==> src/rtl/core/region_filtered_wrench_sensor_macros.svh <==
// ----------------------------------------------------------------------------
// Region-filtered wrench sensor assertion macros
// Shared property forms for the checks at the end of the top level.
// ----------------------------------------------------------------------------
`ifndef REGION_FILTERED_WRENCH_SENSOR_MACROS_SVH
`define REGION_FILTERED_WRENCH_SENSOR_MACROS_SVH

// The consequent must hold in the same cycle as the antecedent.
`define RFWS_ASSERT_SAME(lbl, clk, rst, ante, cons) \
  lbl: assert property (@(posedge clk) disable iff (rst) (ante) |-> (cons)) \
    else $error("rfws check failed: same-cycle implication");

// The consequent must hold in the cycle after the antecedent.
`define RFWS_ASSERT_NEXT(lbl, clk, rst, ante, cons) \
  lbl: assert property (@(posedge clk) disable iff (rst) (ante) |=> (cons)) \
    else $error("rfws check failed: next-cycle implication");

`endif

==> src/rtl/core/rfws_pkg.sv <==
// ----------------------------------------------------------------------------
// rfws_pkg
// Types, constants and register codes of the region-filtered wrench sensor.
// ----------------------------------------------------------------------------
`default_nettype none

package rfws_pkg;

  localparam int WORD_W       = 32;
  localparam int FRAC_BITS    = 16;
  localparam int GUARD_BITS_D = 8;
  localparam int CHANNELS     = 6;
  localparam int WEIGHT_BITS  = 16;
  localparam int COUNT_W      = 16;
  localparam int ADDR_W       = 5;
  localparam int REG_IDX_W    = 3;

  localparam logic [WEIGHT_BITS-1:0] RETENTION_RESET = 16'd6554;

  localparam logic [REG_IDX_W-1:0] REG_BOX_MIN_X  = 3'd0;
  localparam logic [REG_IDX_W-1:0] REG_BOX_MIN_Y  = 3'd1;
  localparam logic [REG_IDX_W-1:0] REG_BOX_MIN_Z  = 3'd2;
  localparam logic [REG_IDX_W-1:0] REG_BOX_MAX_X  = 3'd3;
  localparam logic [REG_IDX_W-1:0] REG_BOX_MAX_Y  = 3'd4;
  localparam logic [REG_IDX_W-1:0] REG_BOX_MAX_Z  = 3'd5;
  localparam logic [REG_IDX_W-1:0] REG_RETENTION  = 3'd6;
  localparam logic [REG_IDX_W-1:0] REG_DYN_MODE   = 3'd7;

  typedef struct packed {
    logic signed [WORD_W-1:0]      box_min_x;
    logic signed [WORD_W-1:0]      box_min_y;
    logic signed [WORD_W-1:0]      box_min_z;
    logic signed [WORD_W-1:0]      box_max_x;
    logic signed [WORD_W-1:0]      box_max_y;
    logic signed [WORD_W-1:0]      box_max_z;
    logic        [WEIGHT_BITS-1:0] retention;
    logic                          dynamic_mode;
  } cfg_t;

endpackage

`default_nettype wire

==> src/rtl/core/rfws_regs.sv <==
// ----------------------------------------------------------------------------
// rfws_regs
// APB-style configuration registers: box bounds, retention and mode.
// ----------------------------------------------------------------------------
`default_nettype none

module rfws_regs (
  input  logic                          clk,
  input  logic                          rst,
  input  logic                          psel,
  input  logic                          penable,
  input  logic                          pwrite,
  input  logic [rfws_pkg::ADDR_W-1:0]   paddr,
  input  logic [31:0]                   pwdata,
  output logic [31:0]                   prdata,
  output logic                          pready,
  output rfws_pkg::cfg_t                cfg
);
  import rfws_pkg::*;

  logic [REG_IDX_W-1:0] idx;
  logic                 wr_en;

  assign idx    = paddr[ADDR_W-1:2];
  assign pready = 1'b1;
  assign wr_en  = psel & penable & pwrite & pready;

  always_ff @(posedge clk) begin
    if (rst) begin
      cfg.box_min_x    <= '0;
      cfg.box_min_y    <= '0;
      cfg.box_min_z    <= '0;
      cfg.box_max_x    <= '0;
      cfg.box_max_y    <= '0;
      cfg.box_max_z    <= '0;
      cfg.retention    <= RETENTION_RESET;
      cfg.dynamic_mode <= 1'b1;
    end else if (wr_en) begin
      case (idx)
        REG_BOX_MIN_X: cfg.box_min_x    <= pwdata;
        REG_BOX_MIN_Y: cfg.box_min_y    <= pwdata;
        REG_BOX_MIN_Z: cfg.box_min_z    <= pwdata;
        REG_BOX_MAX_X: cfg.box_max_x    <= pwdata;
        REG_BOX_MAX_Y: cfg.box_max_y    <= pwdata;
        REG_BOX_MAX_Z: cfg.box_max_z    <= pwdata;
        REG_RETENTION: cfg.retention    <= pwdata[WEIGHT_BITS-1:0];
        REG_DYN_MODE:  cfg.dynamic_mode <= pwdata[0];
        default: ;
      endcase
    end
  end

  always_comb begin
    case (idx)
      REG_BOX_MIN_X: prdata = cfg.box_min_x;
      REG_BOX_MIN_Y: prdata = cfg.box_min_y;
      REG_BOX_MIN_Z: prdata = cfg.box_min_z;
      REG_BOX_MAX_X: prdata = cfg.box_max_x;
      REG_BOX_MAX_Y: prdata = cfg.box_max_y;
      REG_BOX_MAX_Z: prdata = cfg.box_max_z;
      REG_RETENTION: prdata = 32'(cfg.retention);
      REG_DYN_MODE:  prdata = 32'(cfg.dynamic_mode);
      default:       prdata = '0;
    endcase
  end

endmodule

`default_nettype wire

==> config.mk <==
export PLATFORM = sky130hd
export DESIGN_NAME = rfws_regs
export DESIGN_NICKNAME = d
export VERILOG_FILES = /design/src/rtl/core/region_filtered_wrench_sensor_macros.svh /design/src/rtl/core/rfws_pkg.sv /design/src/rtl/core/rfws_regs.sv
export SDC_FILE = /design/constraint.sdc
export NUM_CORES = 1
export LEC_CHECK = 0
export BUFFER_PORTS_ARGS = -buffer_cell sky130_fd_sc_hd__buf_2
export CAP_MARGIN = 20
export CORE_ASPECT_RATIO = 1.5
export CORE_MARGIN = 2
export CORE_UTILIZATION = 55
export DETAILED_ROUTE_END_ITERATION = 7
export PLACE_DENSITY = 0.95
export SLEW_MARGIN = 10
export SYNTH_ARGS = -nofsm -noshare
export SYNTH_HDL_FRONTEND = slang
export SYNTH_SLANG_ARGS = --single-unit
==> constraint.sdc <==
create_clock -name clk -period 3.2 [get_ports clk]
set_clock_uncertainty 0.15 [all_clocks]
set_input_delay 0.32 -clock clk [delete_from_list [all_inputs] [get_ports clk]]
set_output_delay 0.32 -clock clk [all_outputs]
set_load 0.02 [all_outputs]
==> impl_results.md <==
- Power Dens Cells: 484.8 mW/mm^2
- Core ar.: 0.01619 mm^2
- Post-Synth Simple-Gate Area: 23.84%
- CTS sink cnt: 209
- Rows: 57
- Adder-Cell Fraction of Synth Area: 0%
- Fillers: 1214
- DRT Pass-1 Iters: 6
- Storage element area: 0.004184 mm^2
- Die X: 108.8 um
- GPL Wtd Cong: 0.8912
- Synth top area share: 46.18%
- Top-count cell post-synth: nand2_1
- WL/cell: 20.70 um
- Multi-input logic area: 0.004405 mm^2
- Fmax: 0.3833 GHz
- Hold endpoint: cfg[7]
- Worst r2r dst: cfg[68]
- DR vias/cell: 6.014
- Max Cap Viol: 0
- Final slew viol count: 0
- Power Total: 5568 uW
- Reg-to-reg slack, setup: 2250 ps
- CP endpoint kind: output pin
- Min-Delay Path Class: primary input to flip-flop
- Dpl hpwl: 21870 um
- Post-CTS Resized: 0
- Most used routing layer: met2
- Slew margin rel.: 31.06%
- Global-route track usage on met1: 42.00%
- CP required: 2730 ps
- Top cells by area, synth: dfxtp_1 (46%), nand2_1 (17%), a21oi_1 (13%)
- RSZ-0062 raised after global routing: no
- LEAKAGE: 0.004787 uW
- First DRT Iteration DRCs: 1050
- Netlist Area Pre-Place: 0.009060 mm^2
- IO Port Bufs: 280
- Setup TNS: 0 ps
- Num ports: 284
- Setup crit start: paddr[3]
- Final hold violations: 0
- Final net count: 1491
- EDFF count, synth: 0
- CTS tree: yes
- Area of the die: 0.01754 mm^2
- Peak VDD IR: 0.0004947 V
- Netlist cell types: 40
- Slew @ Worst Pin: 1032 ps
- Post-synthesis xor/xnor area fraction: 0%
- Portion of netlist area occupied by mux cells: 5.331%
- Grt met3 use: 8.918%
- Post-CTS Setup Bufs: 0
- Worst EP arrival: 2140 ps
- Clk_lat worst skew: 490 ps
- Synthesis-stage register bit count: 209
- Via Count: 10030
- FF-to-FF Start: cfg[68]
- ANT nets after route: 0
- Max reg flops: 209
- Initial core utilization: 55.96%
- Largest reg by FF count: cfg
- Diode count: 0
- Final cycle utilization of the critical path: 81.53%
- Vias in the first global route: 9660
- Async SR Flop Fraction: 0%
- Dominant cell type by area after synthesis: dfxtp_1
- Register-to-Register Path Depth: 2
- Ys Warns: 0
- Hold path depth: 3
- CTS Hold Bufs: 28
- Die Ht: 161.2 um
- Compound-Gate Fraction of Synth Area: 18.95%
- First-pass GRT wire length: 52320 um
- Largest family of logic cells by synthesized area: simple AND/OR/NAND/NOR gates
- Total track usage: 38.40%
- Post-synthesis sequential area ratio: 46.18%
- Root Driver: clkbuf_16
- Proportion of layout cells with a drive suffix above 1: 25.10%
- Synth top cells by count: nand2_1 (405), a21oi_1 (228), dfxtp_1 (209), buf_2 (53)
- # setup viols final: 0
- Crit start category: primary input
- Worst-path maximum fanout: 27
- Main synth FF type: dfxtp_1
- Congestion Overflow GR: 0
- Core Util, Final: 70.94%
- Largest net degree at the start of global routing: 93
- H-tree depth: 1
- Status: complete, no violations
- DRC: 0
- Detailed Route WL: 34530 um
- Synth Instances: 1198
- HP Start: pwdata[6]
- Initial antenna violation count: 0
- Met2 Use GR: 66.14%
- Largest registers: cfg (209)
- Syn Nets: 1240
- Area Growth Syn to Fin: 26.76%
- Fin cells: 1668
- Maximum buffer depth of the clock tree: 3
- Clock-pin slew on the worst setup and hold paths: 60 ps
- Crit Path Category: primary input to output pin
- Dpl cells: 1605
- Tmin final: 2609 ps
- TritonCTS buffer count: 20
- Synthesized area per cell: 7.563 um^2
## logic make-up (layout without fill, tap and decap cells)
logic type / Yosys count / in the layout
compound gates: 305 / 305
buf+inv: 113 / 377
flops: 209 / 209
mux: 46 / 46
other cells: 1 / 1
simple gates: 524 / 524
## worst max-delay path by stage
| stage | slack, ps | end |
|---|---|---|
| 5_1_grt | 550 | prdata[15] |
| 4_1_cts | 650 | prdata[15] |
| 2_1_floorplan | 1190 | prdata[16] |
| 6_report | 590 | prdata[15] |
| 3_5_place_dp | 630 | cfg[108] |
| 3_3_place_gp | 710 | prdata[15] |
## layout by cell type, fill, tap and decap left out, types with 3 or more instances in the layout
| cell type | count |
|---|---|
| o22a_1 | 24 |
| buf_4 | 24 |
| or3_1 | 4 |
| o2bb2ai_1 | 4 |
| o22ai_1 | 14 |
| a211oi_1 | 7 |
| buf_12 | 4 |
| inv_1 | 8 |
| a21oi_1 | 228 |
| nor2_1 | 38 |
| mux2_2 | 18 |
| or2_1 | 3 |
| clkbuf_8 | 6 |
| dlygate4sd3_1 | 28 |
| mux2i_1 | 28 |
| o21ai_0 | 13 |
| clkbuf_16 | 21 |
| nor2_4 | 4 |
| nor2b_1 | 8 |
| nand3_1 | 21 |
| clkbuf_1 | 5 |
| nand2_1 | 405 |
| buf_2 | 277 |
| nor3_1 | 15 |
| nand2b_1 | 12 |
| a21o_1 | 3 |
| a221oi_1 | 6 |
| dfxtp_1 | 209 |
## where the power goes
part / switching [uW] / leakage, uW / total (uW) / internal [uW]
Clock: 1020 / 0.000326 / 2440 / 1420
Sequential: 15.4 / 0.00169 / 2630 / 2620
Combinational: 334 / 0.00278 / 489 / 155
## critical path, stage by stage
cell      delay, ps
buf_4           240
nor2b_2         750
buf_4           330
nand2_1          60
o311ai_0        100
nor2_1          130
buf_2           180
## metrics by stage
stage | setup WS, ps | hold slack (ps) | cell area, um^2
CTS | 650.7 | 0.2426 | 11480
global placement | 713.5 | 300.3 | 10540
global route | 545.7 | 15.62 | 11480
finish | 591.0 | 15.93 | 11480
detailed placement | 631.4 | 306.8 | 10540
floorplan | 1185 | 297.2 | 9060
## layer usage
layer,routed length (um),part of all wire [%],vias to the layer above
met5,0,0,-
met4,2365,6.8,0
met3,3416,9.9,160
met2,16980,49,668
met1,11770,34,4691
li1,-,-,4513
## final cells by class
type / count / area share (%)
Clock buffer: 32 / 5.458
Inverter: 8 / 0.2615
Clock inverter: 3 / 0.3704
Sequential cell: 209 / 36.43
Tap cell: 206 / 2.244
Multi-Input combinational cell: 876 / 38.36
Timing Repair Buffer: 334 / 16.88
(Power assumes the default switching activity.)
