[src/rtl/core/region_filtered_wrench_sensor_macros.svh]
// ----------------------------------------------------------------------------
// Region-filtered wrench sensor assertion macros
// Shared property forms for the checks at the end of the top level.
// ----------------------------------------------------------------------------
`ifndef REGION_FILTERED_WRENCH_SENSOR_MACROS_SVH
`define REGION_FILTERED_WRENCH_SENSOR_MACROS_SVH

// The consequent must hold in the same cycle as the antecedent.
`define RFWS_ASSERT_SAME(lbl, clk, rst, ante, cons) \
  lbl: assert property (@(posedge clk) disable iff (rst) (ante) |-> (cons)) \
    else $error("rfws check failed: same-cycle implication");

// The consequent must hold in the cycle after the antecedent.
`define RFWS_ASSERT_NEXT(lbl, clk, rst, ante, cons) \
  lbl: assert property (@(posedge clk) disable iff (rst) (ante) |=> (cons)) \
    else $error("rfws check failed: next-cycle implication");

`endif

[src/rtl/core/rfws_pkg.sv]
// ----------------------------------------------------------------------------
// rfws_pkg
// Types, constants and register codes of the region-filtered wrench sensor.
// ----------------------------------------------------------------------------
`default_nettype none

package rfws_pkg;

  localparam int WORD_W       = 32;
  localparam int FRAC_BITS    = 16;
  localparam int GUARD_BITS_D = 8;
  localparam int CHANNELS     = 6;
  localparam int WEIGHT_BITS  = 16;
  localparam int COUNT_W      = 16;
  localparam int ADDR_W       = 5;
  localparam int REG_IDX_W    = 3;

  localparam logic [WEIGHT_BITS-1:0] RETENTION_RESET = 16'd6554;

  localparam logic [REG_IDX_W-1:0] REG_BOX_MIN_X  = 3'd0;
  localparam logic [REG_IDX_W-1:0] REG_BOX_MIN_Y  = 3'd1;
  localparam logic [REG_IDX_W-1:0] REG_BOX_MIN_Z  = 3'd2;
  localparam logic [REG_IDX_W-1:0] REG_BOX_MAX_X  = 3'd3;
  localparam logic [REG_IDX_W-1:0] REG_BOX_MAX_Y  = 3'd4;
  localparam logic [REG_IDX_W-1:0] REG_BOX_MAX_Z  = 3'd5;
  localparam logic [REG_IDX_W-1:0] REG_RETENTION  = 3'd6;
  localparam logic [REG_IDX_W-1:0] REG_DYN_MODE   = 3'd7;

  typedef struct packed {
    logic signed [WORD_W-1:0]      box_min_x;
    logic signed [WORD_W-1:0]      box_min_y;
    logic signed [WORD_W-1:0]      box_min_z;
    logic signed [WORD_W-1:0]      box_max_x;
    logic signed [WORD_W-1:0]      box_max_y;
    logic signed [WORD_W-1:0]      box_max_z;
    logic        [WEIGHT_BITS-1:0] retention;
    logic                          dynamic_mode;
  } cfg_t;

endpackage

`default_nettype wire

[src/rtl/core/rfws_accum.sv]
// ----------------------------------------------------------------------------
// rfws_accum
// Input register, box test and saturating wrench accumulators.
// ----------------------------------------------------------------------------
`default_nettype none

module rfws_accum #(
  parameter int GUARD_BITS = rfws_pkg::GUARD_BITS_D,
  parameter int SUM_W      = rfws_pkg::WORD_W + GUARD_BITS
) (
  input  logic                                clk,
  input  logic                                rst,
  input  rfws_pkg::cfg_t                      cfg,
  input  logic                                in_valid,
  output logic                                in_ready,
  input  logic                                contact_valid,
  input  logic                                tick_end,
  input  logic signed [rfws_pkg::WORD_W-1:0]  pos_in   [3],
  input  logic signed [rfws_pkg::WORD_W-1:0]  wrench_in [rfws_pkg::CHANNELS],
  output logic                                snap_valid,
  input  logic                                snap_ready,
  output logic signed [SUM_W-1:0]             snap_sums [rfws_pkg::CHANNELS],
  output logic [rfws_pkg::COUNT_W-1:0]        snap_count
);
  import rfws_pkg::*;

  localparam logic signed [SUM_W-1:0] SUM_MAX = {1'b0, {(SUM_W-1){1'b1}}};
  localparam logic signed [SUM_W-1:0] SUM_MIN = {1'b1, {(SUM_W-1){1'b0}}};

  // Input register
  logic                     a_valid;
  logic                     a_contact;
  logic                     a_tick;
  logic signed [WORD_W-1:0] a_pos    [3];
  logic signed [WORD_W-1:0] a_wrench [CHANNELS];

  logic signed [SUM_W-1:0]  sums       [CHANNELS];
  logic signed [SUM_W-1:0]  sums_next  [CHANNELS];
  logic [COUNT_W-1:0]       count;
  logic [COUNT_W-1:0]       count_next;
  logic                     in_box;
  logic                     a_adv;
  logic signed [SUM_W:0]    raw [CHANNELS];

  assign in_box = a_contact &&
                  (cfg.box_min_x <= a_pos[0]) && (cfg.box_min_y <= a_pos[1]) &&
                  (cfg.box_min_z <= a_pos[2]) && (cfg.box_max_x >= a_pos[0]) &&
                  (cfg.box_max_y >= a_pos[1]) && (cfg.box_max_z >= a_pos[2]);

  // Non-tick items retire here; a tick item waits for the snapshot stage.
  assign a_adv      = a_valid && (!a_tick || snap_ready);
  assign in_ready   = !a_valid || a_adv;
  assign snap_valid = a_valid && a_tick;

  always_comb begin
    for (int i = 0; i < CHANNELS; i++) begin
      raw[i] = (SUM_W+1)'(sums[i]) + (SUM_W+1)'(a_wrench[i]);
      if (!in_box) begin
        sums_next[i] = sums[i];
      end else if (raw[i][SUM_W] != raw[i][SUM_W-1]) begin
        sums_next[i] = raw[i][SUM_W] ? SUM_MIN : SUM_MAX;
      end else begin
        sums_next[i] = raw[i][SUM_W-1:0];
      end
    end
    if (in_box && (count != {COUNT_W{1'b1}})) begin
      count_next = count + 1'b1;
    end else begin
      count_next = count;
    end
  end

  assign snap_sums  = sums_next;
  assign snap_count = count_next;

  always_ff @(posedge clk) begin
    if (rst) begin
      a_valid <= 1'b0;
    end else if (in_ready) begin
      a_valid <= in_valid;
    end
  end

  always_ff @(posedge clk) begin
    if (in_ready) begin
      a_contact <= contact_valid;
      a_tick    <= tick_end;
      a_pos     <= pos_in;
      a_wrench  <= wrench_in;
    end
  end

  always_ff @(posedge clk) begin
    if (rst) begin
      for (int i = 0; i < CHANNELS; i++) begin
        sums[i] <= '0;
      end
      count <= '0;
    end else if (a_adv) begin
      for (int i = 0; i < CHANNELS; i++) begin
        sums[i] <= a_tick ? '0 : sums_next[i];
      end
      count <= a_tick ? '0 : count_next;
    end
  end

endmodule

`default_nettype wire

[config.mk]
export PLATFORM = sky130hd
export DESIGN_NAME = rfws_accum
export DESIGN_NICKNAME = d
export VERILOG_FILES = /design/src/rtl/core/region_filtered_wrench_sensor_macros.svh /design/src/rtl/core/rfws_pkg.sv /design/src/rtl/core/rfws_accum.sv
export SDC_FILE = /design/constraint.sdc
export NUM_CORES = 2
export LEC_CHECK = 0
export CORE_MARGIN = 1.5
export CORE_UTILIZATION = 40
export DETAILED_ROUTE_END_ITERATION = 12
export DONT_BUFFER_PORTS = 1
export PLACE_DENSITY_LB_ADDON = 0.12
export RECOVER_POWER = 100
export SLEW_MARGIN = 10
export SYNTH_ARGS = -nofsm -noshare
export SYNTH_HDL_FRONTEND = slang
export SYNTH_SLANG_ARGS = --single-unit
export TNS_END_PERCENT = 100
[constraint.sdc]
create_clock -name clk -period 23.5 [get_ports clk]
set_clock_uncertainty 0.2 [all_clocks]
set_input_delay 4.7 -clock clk [delete_from_list [all_inputs] [get_ports clk]]
set_output_delay 4.7 -clock clk [all_outputs]
set_load 0.05 [all_outputs]
==> results.cfg <==
[run_status]
outcome = complete, but fails checks
violations = max-capacitance violations, max-slew violations

[power_and_ir_drop]
powerDensity_nw_per_um2 = 69.7
intPower_mw = 2.09
peakVddDrop_uv = 68.1
seqPwrFrac = 0.376
power_frac_comb = 0.255
p_switching_mw = 1.03
pwr-share-clk = 0.370
switching_share = 0.330
p_leak_nw = 18.9

[die]
initial_core_util = 0.404
io_pins = 761
rows = 117
dieArea_um2 = 105000
fp.dieW_um = 324
die_h_um = 324
coreArea_um2 = 102000

[synth]
synthMuxAreaShare = 0.00477
syn_nets = 5164
synth_top_family_by_area = compound AO/OA/AOI/OAI gates
synth_area_um2 = 41200
synth-seq-area-share = 0.395
synth-simple-area-share = 0.129
ys.flop_type = edfxtp_1
yosysTopAreaCell = edfxtp_1
synth-seq-cells = 547
synth_enable_flop_cells = 530
synth.top_cell.area_share = 0.387
synth_warnings = 0
synth_compound_area_frac = 0.252
synthesis.area_per_instance_um2 = 9.75
syn_inst = 4222
yosys.area_share.xor_xnor = 0.0434
synth_fa_ha_area_frac = 0.135
yosys-top-cells-area = edfxtp_1, ha_1, a21oi_1
synth_cell_types = 95
synthArstFlopShare = 0

[clock_network]
cts_setup_buffers = 0
cts_resized = 0
cts_buffer_depth = 3
cts.clk_slew.worst_paths_ps = 60
cts_tree = built
clock_sinks = 547
cts_root_buf = clkbuf_16
htreeDepth = 3
clk_latency_ps = 650
ctsHoldBuffers = 0
numCtsBuffers = 72

[worst_setup_path]
crit_end = snap_sums[74]
rr_startpoint = a_tick
cpMostUsedCell = a221o_1
critPathMaxStageDelay_ps = 2050
worstSetupPathType = in -> out
end_kind = primary output
slowest_stage = clkbuf_1
worst-path-stages = 13
start_kind = input port
r2r_slack_ps = 12670
path_buf_inv = 2
rr_worst_depth = 4
crit_chain = ha_1, a21o_1, a221o_1, a221o_1, a211o_1, a211oi_1, mux2i_1, a311oi_1, and2_0, clkbuf_1, buf_12, nor2_1, a21oi_1
cp_top_family = compound AO/OA/AOI/OAI gates
cp.arrival_ps = 13580
crit_fanout = 165
r2r_end = a_wrench[24]
crit_required_ps = 18600
crit_path_start = cfg[34]

[finish]
final_cell_mix = edfxtp_1, a21oi_1, ha_1
syn2layout_area_growth_pct = 8.96
layout_commonest_cell = edfxtp_1
nets = 5123
drive_gt1_frac = 0.0512
final_util = 0.440

[timing]
setup_viol = 0
worst_pin_slew_ps = 7650
relSlewSlack = -4.10
fmax_mhz = 54.1
drv_slew = 795
min_period_over_period = 0.786
period_minus_slack_ps = 18480
setup-tns-final_ps = 0
hold_viol_final = 0
rsz0062_at_grt = false

[placed_design]
gp_congestion = 0.935
dp_hpwl_um = 95300
port_buffers = 0

[detailed_routing]
first_iter_violations = 2192
drtAntennaViolNets = 0
drtPass1Iterations = 5
drc = 0
vias = 32928
wl_per_cell_um = 22.9
routed_wl_um = 128000
via_per_inst = 5.86

[flow_run]
maxCapViolCount = 14

[global_routing]
grt_max_degree = 166
grt.total_usage = 0.236
grt_overflow = 0
grt_pass1_wl_um = 191000
antenna_found_initial = 26
grt_pass1_vias = 31326

[worst_hold_path]
hold_class = reg -> reg
-- final cells by class --
class / instances / area, µm²
fillers: 10040 / 57000
repair buffers: 79 / 365
clock buffers: 85 / 1960
inverters: 206 / 774
multi-input cells: 3275 / 23300
flip-flops and latches: 547 / 16300
diodes: 15 / 37.5
well taps: 1368 / 1710
clock inverters: 44 / 457
-- cells by family after synthesis --
family / Yosys count
adder cells (fa/ha/maj): 439
AND/OR/NAND/NOR: 1107
multiplexers: 17
buffers and inverters: 400
flip-flops: 547
XOR/XNOR: 204
AO/OA/AOI/OAI: 1508
-- per-layer routing --
metal,share of wire,vias up,track usage
met5,0.00067,-,0
met4,0.029,14,0.0794
met3,0.068,191,0.0599
met2,0.47,865,0.388
met1,0.43,15737,0.300
li1,-,16121,-
-- worst reg2reg max path, delay by kind of cell, from the launching register on --
| family | cells | cell delay [ps] |
|---|---|---|
| buffers and inverters | 2 | 7940 |
| AND/OR/NAND/NOR | 2 | 1360 |
| flip-flops | 1 | 400 |
-- power by group through the flow --
stage          clock network, mW  logic, mW  registers (mW)
2_1_floorplan                  0      0.633            1.18
3_3_place_gp                   0      0.796            1.19
3_5_place_dp                   0      0.798            1.19
4_1_cts                     1.18      0.803            1.17
5_1_grt                     1.21      0.881            1.18
6_report                    1.15      0.797            1.17
-- worst min-delay path by stage --
stage,start,endpoint,slack [ps],cells past startpoint
after floorplan,count[15],count[15],280,2
after global placement,count[3],count[3],300,2
after detailed placement,count[3],count[3],320,2
after CTS,count[15],count[15],330,2
after global routing,count[13],count[13],350,2
final,count[3],count[3],320,2
-- sequential cells by signal (all words and copies together) (netlist names) --
register and cells:
a_tick 1, a_wrench 192, a_pos 96, a_contact 1, sums 240, a_valid 1, count 16
-- per-stage QoR --
step / power [mW] / cells / hold slack (ps) / setup slack [ps] / cell area [µm²]
2_1_floorplan: 1.82 / 4222 / 275 / 6600 / 41200
3_3_place_gp: 1.98 / 5475 / 303 / 8010 / 42700
3_5_place_dp: 1.98 / 5475 / 316 / 8070 / 42700
4_1_cts: 3.16 / 5604 / 325 / 8030 / 45100
5_1_grt: 3.28 / 5617 / 351 / 4450 / 44800
6_report: 3.13 / 5619 / 320 / 5020 / 44800
-- cell usage after synthesis, drive strengths merged (35+ instances only) --
library cell and instances:
and2 35, nor2 332, o221a 38, xor2 75
xnor2 129, o211a 54, a21oi 445, nand2b 53
buf 96, o21ai 170, nor2b 35, o21bai 55
clkbuf 98, nor3 65, nand2 280, ha 433
o211ai 76, edfxtp 530, o22a 38, nand4 80
a21o 173, inv 206, a31oi 35, o21a 84
nand3 82, a211oi 171
(Power assumes the default switching activity.)
